**config.mk**
```make
export PLATFORM = sky130hd
export DESIGN_NAME = jetl_ctrl
export DESIGN_NICKNAME = d
export VERILOG_FILES = /design/src/rtl/core/jetl_pkg.sv /design/src/rtl/core/jetl_ctrl.sv
export SDC_FILE = /design/constraint.sdc
export NUM_CORES = 1
export LEC_CHECK = 0
export BUFFER_PORTS_ARGS = -buffer_cell sky130_fd_sc_hd__clkbuf_2
export CAP_MARGIN = 20
export CORE_ASPECT_RATIO = 0.6
export CORE_MARGIN = 2
export CORE_UTILIZATION = 35
export CTS_CLUSTER_SIZE = 20
export DETAILED_ROUTE_END_ITERATION = 6
export GPL_ROUTABILITY_DRIVEN = 0
export PLACE_DENSITY = 0.68
export SYNTH_ARGS = -nofsm -noshare
export SYNTH_HDL_FRONTEND = slang
export SYNTH_SLANG_ARGS = --single-unit
```
**constraint.sdc**
```tcl
create_clock -name i_clk -period 1.66 [get_ports i_clk]
set_input_delay 0.332 -clock i_clk [delete_from_list [all_inputs] [get_ports i_clk]]
set_output_delay 0.332 -clock i_clk [all_outputs]
set_load 0.005 [all_outputs]
```
**src/rtl/core/jetl_pkg.sv**
```systemverilog
`timescale 1ns / 1ps
// ---------------------------------------------------------------------------
// jetl_pkg
// Shared types, codes and constants of the Exif thumbnail locator.
// ---------------------------------------------------------------------------
package jetl_pkg;

    localparam int HEADER_BYTES_DEF = 65536;
    localparam int POS_W            = 36;

    localparam logic [7:0]  MK_PREFIX = 8'hFF;
    localparam logic [15:0] MK_SOI_W  = 16'hFFD8;
    localparam logic [7:0]  MK_APP1   = 8'hE1;
    localparam logic [7:0]  MK_SOS    = 8'hDA;
    localparam logic [7:0]  MK_EOI    = 8'hD9;
    localparam logic [7:0]  MK_SOF0   = 8'hC0;
    localparam logic [7:0]  MK_SOF1   = 8'hC1;
    localparam logic [7:0]  MK_SOF2   = 8'hC2;
    localparam logic [31:0] EXIF_HI   = 32'h45786966;
    localparam logic [15:0] BOM_MM    = 16'h4D4D;
    localparam logic [15:0] BOM_II    = 16'h4949;
    localparam logic [15:0] TIFF_MAGIC = 16'd42;
    localparam logic [15:0] TAG_ORIENT = 16'h0112;
    localparam logic [15:0] TAG_TOFF   = 16'h0201;
    localparam logic [15:0] TAG_TLEN   = 16'h0202;
    localparam logic [15:0] TYPE_SHORT = 16'd3;

    localparam logic [2:0] ERR_NONE    = 3'd0;
    localparam logic [2:0] ERR_NO_SOI  = 3'd1;
    localparam logic [2:0] ERR_TIFF    = 3'd2;
    localparam logic [2:0] ERR_MISSING = 3'd3;
    localparam logic [2:0] ERR_RANGE   = 3'd4;

    typedef enum logic [4:0] {
        ST_LOAD, ST_SOI, ST_SOI_W, ST_SEG, ST_SEG_W, ST_SEG_CHK, ST_SOF_W,
        ST_EX1_W, ST_EX2_W, ST_T0, ST_T0_W, ST_T1_W, ST_T2_W, ST_I0, ST_I0_W,
        ST_E0, ST_E0_W, ST_E1, ST_E1_W, ST_NX, ST_NX_W, ST_TEND, ST_FINAL,
        ST_DONE
    } t_state;

    typedef enum logic [4:0] {
        OP_NONE, OP_LOAD, OP_FETCH_SOI, OP_ERR_SOI, OP_ERR_TIFF, OP_FETCH_SEG,
        OP_POS_INC, OP_SKIP, OP_FETCH_EX1, OP_FETCH_EX2, OP_FETCH_SOF,
        OP_APPLY_SOF, OP_ADVANCE, OP_TIFF_INIT, OP_FETCH_BOM, OP_BOM,
        OP_FETCH_IFDPTR, OP_SET_IFD, OP_FETCH_CNT, OP_SET_CNT, OP_FETCH_ENT,
        OP_SET_ENT, OP_FETCH_VAL, OP_ENT_NEXT, OP_APPLY_ENT, OP_FETCH_NXT,
        OP_SET_NXT0, OP_SET_NXT, OP_EXIF_DONE, OP_FINAL, OP_EMIT
    } t_op;

    typedef struct packed {
        logic last_in;
        logic fetch_done;
        logic soi_small;
        logic soi_ok;
        logic seg_go;
        logic not_ff;
        logic fill;
        logic stop;
        logic len_bad;
        logic exif_cand;
        logic is_sof;
        logic ex1_ok;
        logic ex2_ok;
        logic lim_small;
        logic bom_ok;
        logic w42;
        logic ifd_end;
        logic cnt_ok;
        logic ent_done;
        logic ent_ok;
        logic val_ok;
        logic nxt_ok;
        logic thumb_ok;
        logic out_free;
    } t_sts;

    function automatic logic [15:0] swap16(input logic [15:0] v);
        swap16 = {v[7:0], v[15:8]};
    endfunction

endpackage

```
**src/rtl/core/jetl_ctrl.sv**
```systemverilog
`timescale 1ns / 1ps
// ---------------------------------------------------------------------------
// jetl_ctrl
// Parse sequencer: walks markers and TIFF IFDs by issuing datapath commands.
// ---------------------------------------------------------------------------
module jetl_ctrl (
    input  logic           i_clk,
    input  logic           i_rst_n,
    input  jetl_pkg::t_sts i_sts,
    output jetl_pkg::t_op  o_op
);
    jetl_pkg::t_state r_state, n_state;

    always_ff @(posedge i_clk) begin
        if (!i_rst_n) begin
            r_state <= jetl_pkg::ST_LOAD;
        end else begin
            r_state <= n_state;
        end
    end

    always_comb begin
        n_state = r_state;
        unique case (r_state)
            jetl_pkg::ST_LOAD:  if (i_sts.last_in) n_state = jetl_pkg::ST_SOI;
            jetl_pkg::ST_SOI:   n_state = i_sts.soi_small ? jetl_pkg::ST_DONE : jetl_pkg::ST_SOI_W;
            jetl_pkg::ST_SOI_W: if (i_sts.fetch_done) begin
                n_state = i_sts.soi_ok ? jetl_pkg::ST_SEG : jetl_pkg::ST_DONE;
            end
            jetl_pkg::ST_SEG:   n_state = i_sts.seg_go ? jetl_pkg::ST_SEG_W : jetl_pkg::ST_FINAL;
            jetl_pkg::ST_SEG_W: if (i_sts.fetch_done) n_state = jetl_pkg::ST_SEG_CHK;
            jetl_pkg::ST_SEG_CHK: begin
                if (i_sts.not_ff) n_state = jetl_pkg::ST_FINAL;
                else if (i_sts.fill) n_state = jetl_pkg::ST_SEG;
                else if (i_sts.stop || i_sts.len_bad) n_state = jetl_pkg::ST_FINAL;
                else if (i_sts.exif_cand) n_state = jetl_pkg::ST_EX1_W;
                else if (i_sts.is_sof) n_state = jetl_pkg::ST_SOF_W;
                else n_state = jetl_pkg::ST_SEG;
            end
            jetl_pkg::ST_SOF_W: if (i_sts.fetch_done) n_state = jetl_pkg::ST_SEG;
            jetl_pkg::ST_EX1_W: if (i_sts.fetch_done) begin
                n_state = i_sts.ex1_ok ? jetl_pkg::ST_EX2_W : jetl_pkg::ST_SEG;
            end
            jetl_pkg::ST_EX2_W: if (i_sts.fetch_done) begin
                n_state = i_sts.ex2_ok ? jetl_pkg::ST_T0 : jetl_pkg::ST_SEG;
            end
            jetl_pkg::ST_T0:    n_state = i_sts.lim_small ? jetl_pkg::ST_DONE : jetl_pkg::ST_T0_W;
            jetl_pkg::ST_T0_W:  if (i_sts.fetch_done) begin
                n_state = i_sts.bom_ok ? jetl_pkg::ST_T1_W : jetl_pkg::ST_DONE;
            end
            jetl_pkg::ST_T1_W:  if (i_sts.fetch_done) begin
                n_state = i_sts.w42 ? jetl_pkg::ST_T2_W : jetl_pkg::ST_DONE;
            end
            jetl_pkg::ST_T2_W:  if (i_sts.fetch_done) n_state = jetl_pkg::ST_I0;
            jetl_pkg::ST_I0: begin
                if (i_sts.ifd_end) n_state = jetl_pkg::ST_TEND;
                else n_state = i_sts.cnt_ok ? jetl_pkg::ST_I0_W : jetl_pkg::ST_DONE;
            end
            jetl_pkg::ST_I0_W:  if (i_sts.fetch_done) n_state = jetl_pkg::ST_E0;
            jetl_pkg::ST_E0: begin
                if (i_sts.ent_done || !i_sts.ent_ok) n_state = jetl_pkg::ST_NX;
                else n_state = jetl_pkg::ST_E0_W;
            end
            jetl_pkg::ST_E0_W:  if (i_sts.fetch_done) n_state = jetl_pkg::ST_E1;
            jetl_pkg::ST_E1:    n_state = i_sts.val_ok ? jetl_pkg::ST_E1_W : jetl_pkg::ST_E0;
            jetl_pkg::ST_E1_W:  if (i_sts.fetch_done) n_state = jetl_pkg::ST_E0;
            jetl_pkg::ST_NX:    n_state = i_sts.nxt_ok ? jetl_pkg::ST_NX_W : jetl_pkg::ST_I0;
            jetl_pkg::ST_NX_W:  if (i_sts.fetch_done) n_state = jetl_pkg::ST_I0;
            jetl_pkg::ST_TEND:  n_state = i_sts.thumb_ok ? jetl_pkg::ST_SEG : jetl_pkg::ST_DONE;
            jetl_pkg::ST_FINAL: n_state = jetl_pkg::ST_DONE;
            jetl_pkg::ST_DONE:  if (i_sts.out_free) n_state = jetl_pkg::ST_LOAD;
            default:            n_state = jetl_pkg::ST_LOAD;
        endcase
    end

    always_comb begin
        o_op = jetl_pkg::OP_NONE;
        unique case (r_state)
            jetl_pkg::ST_LOAD:  o_op = jetl_pkg::OP_LOAD;
            jetl_pkg::ST_SOI:   o_op = i_sts.soi_small ? jetl_pkg::OP_ERR_SOI
                                                       : jetl_pkg::OP_FETCH_SOI;
            jetl_pkg::ST_SOI_W: if (i_sts.fetch_done && !i_sts.soi_ok) o_op = jetl_pkg::OP_ERR_SOI;
            jetl_pkg::ST_SEG:   if (i_sts.seg_go) o_op = jetl_pkg::OP_FETCH_SEG;
            jetl_pkg::ST_SEG_CHK: begin
                if (i_sts.not_ff) o_op = jetl_pkg::OP_NONE;
                else if (i_sts.fill) o_op = jetl_pkg::OP_POS_INC;
                else if (i_sts.stop || i_sts.len_bad) o_op = jetl_pkg::OP_NONE;
                else if (i_sts.exif_cand) o_op = jetl_pkg::OP_FETCH_EX1;
                else if (i_sts.is_sof) o_op = jetl_pkg::OP_FETCH_SOF;
                else o_op = jetl_pkg::OP_SKIP;
            end
            jetl_pkg::ST_SOF_W: if (i_sts.fetch_done) o_op = jetl_pkg::OP_APPLY_SOF;
            jetl_pkg::ST_EX1_W: if (i_sts.fetch_done) begin
                o_op = i_sts.ex1_ok ? jetl_pkg::OP_FETCH_EX2 : jetl_pkg::OP_ADVANCE;
            end
            jetl_pkg::ST_EX2_W: if (i_sts.fetch_done) begin
                o_op = i_sts.ex2_ok ? jetl_pkg::OP_TIFF_INIT : jetl_pkg::OP_ADVANCE;
            end
            jetl_pkg::ST_T0:    o_op = i_sts.lim_small ? jetl_pkg::OP_ERR_TIFF
                                                       : jetl_pkg::OP_FETCH_BOM;
            jetl_pkg::ST_T0_W:  if (i_sts.fetch_done) begin
                o_op = i_sts.bom_ok ? jetl_pkg::OP_BOM : jetl_pkg::OP_ERR_TIFF;
            end
            jetl_pkg::ST_T1_W:  if (i_sts.fetch_done) begin
                o_op = i_sts.w42 ? jetl_pkg::OP_FETCH_IFDPTR : jetl_pkg::OP_ERR_TIFF;
            end
            jetl_pkg::ST_T2_W:  if (i_sts.fetch_done) o_op = jetl_pkg::OP_SET_IFD;
            jetl_pkg::ST_I0: begin
                if (!i_sts.ifd_end) begin
                    o_op = i_sts.cnt_ok ? jetl_pkg::OP_FETCH_CNT : jetl_pkg::OP_ERR_TIFF;
                end
            end
            jetl_pkg::ST_I0_W:  if (i_sts.fetch_done) o_op = jetl_pkg::OP_SET_CNT;
            jetl_pkg::ST_E0:    if (!i_sts.ent_done && i_sts.ent_ok) o_op = jetl_pkg::OP_FETCH_ENT;
            jetl_pkg::ST_E0_W:  if (i_sts.fetch_done) o_op = jetl_pkg::OP_SET_ENT;
            jetl_pkg::ST_E1:    o_op = i_sts.val_ok ? jetl_pkg::OP_FETCH_VAL
                                                    : jetl_pkg::OP_ENT_NEXT;
            jetl_pkg::ST_E1_W:  if (i_sts.fetch_done) o_op = jetl_pkg::OP_APPLY_ENT;
            jetl_pkg::ST_NX:    o_op = i_sts.nxt_ok ? jetl_pkg::OP_FETCH_NXT
                                                    : jetl_pkg::OP_SET_NXT0;
            jetl_pkg::ST_NX_W:  if (i_sts.fetch_done) o_op = jetl_pkg::OP_SET_NXT;
            jetl_pkg::ST_TEND:  o_op = i_sts.thumb_ok ? jetl_pkg::OP_EXIF_DONE
                                                      : jetl_pkg::OP_ERR_TIFF;
            jetl_pkg::ST_FINAL: o_op = jetl_pkg::OP_FINAL;
            jetl_pkg::ST_DONE:  if (i_sts.out_free) o_op = jetl_pkg::OP_EMIT;
            default:            o_op = jetl_pkg::OP_NONE;
        endcase
    end
endmodule

```
==> results of run 1 <==
## stage by stage
stage | power (mW) | cells
2_1_floorplan | 1.63 | 200
6_report | 3.81 | 343
4_1_cts | 3.50 | 339
3_3_place_gp | 2.75 | 331
3_5_place_dp | 2.78 | 331
5_1_grt | 4.01 | 343
## layout by cell type (no fill, tap or decap), types with 3 or more instances in the layout
cell type and instances:
inv_1 6, o22ai_1 4, buf_6 13, o21ai_0 10
o31ai_2 3, clkbuf_8 3, nand3_1 7, or3_1 5
buf_4 60, nor2_1 11, dfxtp_4 3, nor3_1 5
clkbuf_2 29, buf_12 4, nor2b_1 7, nand4_1 9
nand2b_1 5, nor2b_2 3, o21ai_1 4, nand2_1 16
a21oi_1 15, o211ai_1 4
## per-layer routing
metal / wire (um) / share of wire, %
met1: 2810 / 42
met4: 223 / 3.3
met3: 884 / 13
met5: 0 / 0
met2: 2830 / 42
## repair_timing
action,CTS,global route
setup endpoints to repair,10,10
setup buffers,4,5
endpoints found under the hold margin,0,0
gates resized for setup,56,17
pin swaps,16,10
## power by group
group / total, mW / internal (mW) / switching, mW
Clock: 0.238 / 0.166 / 0.0717
Sequential: 0.294 / 0.192 / 0.103
Combinational: 3.27 / 1.62 / 1.65
## worst paths after layout
path / start / slack, ns / cells after the start / to
setup / recovery: r_state[1] / -0.44 / 7 / o_op[1]
hold / removal: i_rst_n / 0.41 / 3 / r_state[0]
setup reg to reg: r_state[3] / -0.17 / 7 / r_state[0]
hold reg to reg: r_state[3] / 0.76 / 3 / r_state[3]
## final cells by class
type | instances | share of cell area, %
multi-input combinational | 171 | 54.3
timing repair buffer | 108 | 35.3
sequential | 5 | 4.77
tap | 47 | 2.46
clock buffer | 4 | 1.89
inverter | 8 | 1.36
## kinds of logic after synthesis
| family | synth area share, % |
|---|---|
| AND/OR/NAND/NOR | 41.8 |
| AO/OA/AOI/OAI | 36.1 |
| buffers and inverters | 10.4 |
| flip-flops | 7.67 |
| multiplexers | 4.12 |
## critical path, stage by stage, from the launching register on
cell and delay (ns):
dfxtp_2 0.36, buf_6 0.20, nand2b_4 0.16, buf_4 0.16
o22ai_1 0.08, nand2_1 0.11, or3b_1 0.35, clkbuf_2 0.12
==> results.toml, run 1 <==
[outcome]
status = "finished with violations"
violations = "setup timing"

[placed_design]
placement.setup.worst_slack_ns = -0.247
io_buffers = 30
placed_cell_area_mm2 = 0.00198
detailed_place_hpwl_um = 4730

[routing]
ant_nets = 0
initialDrtViolationCount = 267
num_vias = 2163
route.detailed.drc = 0
drtPass1Iterations = 5
finalWirelength_um = 6750
wl_per_cell_um = 19.7
viasPerCell = 6.31

[clocking]
cts_root_buf = "clkbuf_8"
cts_made_buffers = 3
holdBufCountCts = 0
clk_path_buf_depth = 2
clock-sinks = 5
cts_tree = "built"
clk_pin_slew_ns = 0.04
cts_htree_levels = 1
insertion_delay_ns = 0.23

[sta]
hold_ws_ns = 0.410
min_period_over_period_pct = 126
slew_viol_final = 0
worstMarginPinSlew_ns = 0.438
timing.final.ws_setup_ns = -0.435
rsz0062_at_grt = "true"
period_minus_slack_ns = 2.10
relSlewSlack_pct = 70.5
fmax_mhz = 477
fin_skew_ns = 0.00902
setup_viol = 9
timing.setup.tns_ns = -2.27
timing.final.hold_violations = 0

[synth]
synth-edff-count = 0
netlist-cell-type-count = 57
syn-cell-area_mm2 = 0.00131
async_flop_share_pct = 0
synth_warnings = 0
yosys.area.top_type = "dfxtp_1"
synth_area_per_cell_um2 = 6.53
yosysMostFrequentCell = "nand2_1"
synthTopCellsByArea = "dfxtp_1, a21oi_1, o21ai_0"
synthTopCellsByCount = "nand2_1, a21oi_1, o21ai_0, nor2_1, nor2b_1"
yosysSeqAreaShare_pct = 7.67
yosys_register_bits = 5
yosys.area.top_type_share_pct = 7.67
synth_top_flop_cell = "dfxtp_1"
synth.net_count = 226
syn_inst = 200

[global_route]
grt_antenna_before_repair = 1
grt_busiest_layer = "met2"
use_met1_pct = 40.1
grt_pass1_wl_um = 10100
grt_max_degree = 19
grt_use_total_pct = 30.4
grt_overflow = 0
grt_use_met2_pct = 47.0
use_met3_pct = 11.5
grt_pass1_vias = 1964

[setup_path]
worstSetupStartpointType = "register"
critPathArrivalTime_ns = 1.76
endpoint_kind = "output port"
critPathKind = "register to output port"
cp_max_fo = 18
critPathRequiredTime_ns = 1.33

[floorplanning]
die_w_um = 82.8
initial_core_util_pct = 36.1
rows = 17
coreArea_mm2 = 0.00362
fp.dieH_um = 51.3
dieArea_mm2 = 0.00425
io_pins = 31

[final_layout]
nFillCells = 293
final_util_pct = 66.1
syn2layout_area_growth_pct = 83.0
drive_gt1_share_pct = 53.4
largest-register = "r_state"
fin_area_mm2 = 0.00239
diodes = 0
multiInputGateArea_mm2 = 0.00130
largest_register_ffs = 5
ff_latch_area_um2 = 114
fin_nets = 323
largestRegisters = "r_state: 5 flops"

[hold_path]
hold_path.class = "primary input to register"

[power]
vdd_drop_max_mv = 0.877
pwr_density_cell_mw_per_mm2 = 1590
static-leakage-power_nw = 0.986

[job]
cap_violations = 0
No activity file was read; power rests on OpenSTA's default activity.
==> run 2, diff against run 1 <==
--- a/config.mk
+++ b/config.mk
@@ -13,6 +13,7 @@
 export CTS_CLUSTER_SIZE = 20
 export DETAILED_ROUTE_END_ITERATION = 6
 export GPL_ROUTABILITY_DRIVEN = 0
+export GPL_TIMING_DRIVEN = 0
 export PLACE_DENSITY = 0.68
 export SYNTH_ARGS = -nofsm -noshare
 export SYNTH_HDL_FRONTEND = slang
==> run 2 against run 1 <==
  * Worst setup slack lost 0.13 ns
  * The run ends with DRC, setup timing left
  * Power grew 4.6%
  * First-iteration DRC count grew 45%
==> results.toml, run 2 (same netlist as run 1, synthesis figures left out) <==
[outcome]
status = "finished with violations"
violations = "DRC, setup timing"

[clocking]
cts_made_buffers = 3
insertion_delay_ns = 0.22
clk_path_buf_depth = 2
clock-sinks = 5
clk_pin_slew_ns = 0.03
cts_htree_levels = 1
cts_root_buf = "clkbuf_8"
cts_tree = "built"

[global_route]
grt_use_total_pct = 30.2
grt_pass1_vias = 1987
grt_pass1_wl_um = 10100
grt_overflow = 0
grt_antenna_before_repair = 0
grt_max_degree = 11

[sta]
slew_viol_final = 0
timing.final.hold_violations = 0
fmax_mhz = 450
min_period_over_period_pct = 134
worstMarginPinSlew_ns = 0.607
timing.setup.tns_ns = -4.01
timing.final.ws_setup_ns = -0.563
setup_viol = 10
hold_ws_ns = 0.402
fin_skew_ns = 0.00466
period_minus_slack_ns = 2.22
relSlewSlack_pct = 59.5
rsz0062_at_grt = "true"

[setup_path]
critPathKind = "register to output port"
cp_max_fo = 6
critPathArrivalTime_ns = 1.89
worstSetupStartpointType = "register"
cp_common_cell = "buf_12"
critPathRequiredTime_ns = 1.33
crit_chain = "buf_6, buf_12, buf_12, nor2b_4, nand2_4, o31ai_4, a32oi_2, nand4_1, buf_2"
endpoint_kind = "output port"
slowest_stage = "o31ai_4"
max_stage_delay_ns = 0.33

[routing]
initialDrtViolationCount = 386
route.detailed.drc = 1
drtPass1Iterations = 7
finalWirelength_um = 7100
wl_per_cell_um = 22.2
viasPerCell = 7.01
num_vias = 2243
ant_nets = 0

[placed_design]
detailed_place_hpwl_um = 4030
numPlacedInstances = 277
io_buffers = 30
placement.setup.worst_slack_ns = -0.429

[final_layout]
diodes = 0
layout_commonest_cell = "buf_4"
drive_gt1_share_pct = 52.0
syn2layout_area_growth_pct = 74.8
layout.cells.non_filler = 320
largest-register = "r_state"
nFillCells = 293
layout_common_cells = "buf_4, clkbuf_2, nand2_1, a21oi_1, buf_6"
fin_nets = 300
largest_register_ffs = 5
largestRegisters = "r_state: 5 flops"

[floorplanning]
io_pins = 31
fp.dieH_um = 51.3
coreArea_mm2 = 0.00362
initial_core_util_pct = 36.1
rows = 17
dieArea_mm2 = 0.00425
die_w_um = 82.8

[job]
cap_violations = 0

[power]
vdd_drop_max_mv = 1.14
p_total_mw = 3.98
pwr_density_cell_mw_per_mm2 = 1750
static-leakage-power_nw = 0.916

[hold_path]
hold_path.class = "primary input to register"
## run 2: cell types whose count changed in the layout (fill, tap and decap cells not counted), moves of 3 or more
cell | before | now
o21ai_0 | 10 | 7
buf_4 | 60 | 30
dfxtp_4 | 3 | 0
dfxtp_2 | 2 | 5
buf_8 | 1 | 8
buf_2 | 1 | 4
## run 2: critical path, delay by kind of cell (launching register included)
family	cells	cell delay, ns
compound gates	2	0.47
flops	1	0.31
simple gates	3	0.40
buf+inv	4	0.48
## run 2: layout make-up
| type | instances | area, um^2 | area share, % |
|---|---|---|---|
| repair buffers | 69 | 523 | 22.9 |
| multi-input cells | 171 | 1320 | 58.0 |
| clock buffers | 4 | 45.0 | 1.97 |
| inverters | 8 | 40.0 | 1.76 |
| plain buffers | 16 | 184 | 8.06 |
| flip-flops and latches | 5 | 106 | 4.66 |
| well taps | 47 | 58.8 | 2.58 |
## run 2: metal layers
layer	routed length (um)	share of wire, %	GRT usage, %	vias up
met4	437	6.2	10.4	0
li1	-	-	-	931
met2	2930	41	48.3	228
met3	1140	16	13.2	72
met1	2590	37	36.7	1012
met5	0	0	0	-
## run 2: power breakdown
| group | total [mW] | switching (mW) | internal [mW] |
|---|---|---|---|
| sequential | 0.266 | 0.0832 | 0.182 |
| clock | 0.225 | 0.0597 | 0.165 |
| combinational | 3.49 | 1.85 | 1.64 |
## run 2: timing repair
action,4_1_cts,5_1_grt
gates resized for setup,66,29
pin swaps,26,23
hold buffers,0,0
endpoints found under the setup margin,10,10
buffers inserted,25,12
endpoints found under the hold margin,0,0
cloned,2,0
## run 2: final timing paths
| check | to | cells past startpoint | slack [ns] | start |
|---|---|---|---|---|
| min | r_state[0] | 3 | 0.40 | i_rst_n |
| max | o_op[2] | 9 | -0.56 | r_state[4] |
| min reg2reg | r_state[1] | 3 | 0.75 | r_state[1] |
| max reg2reg | r_state[0] | 10 | -0.35 | r_state[4] |
## run 2: metrics by stage
stage	cell area, um^2	utilization (%)
after detailed placement	1550	42.8
final	2280	63.1
after CTS	2070	57.3
after global routing	2280	63.1
after global placement	1550	42.8
after floorplan	1340	-
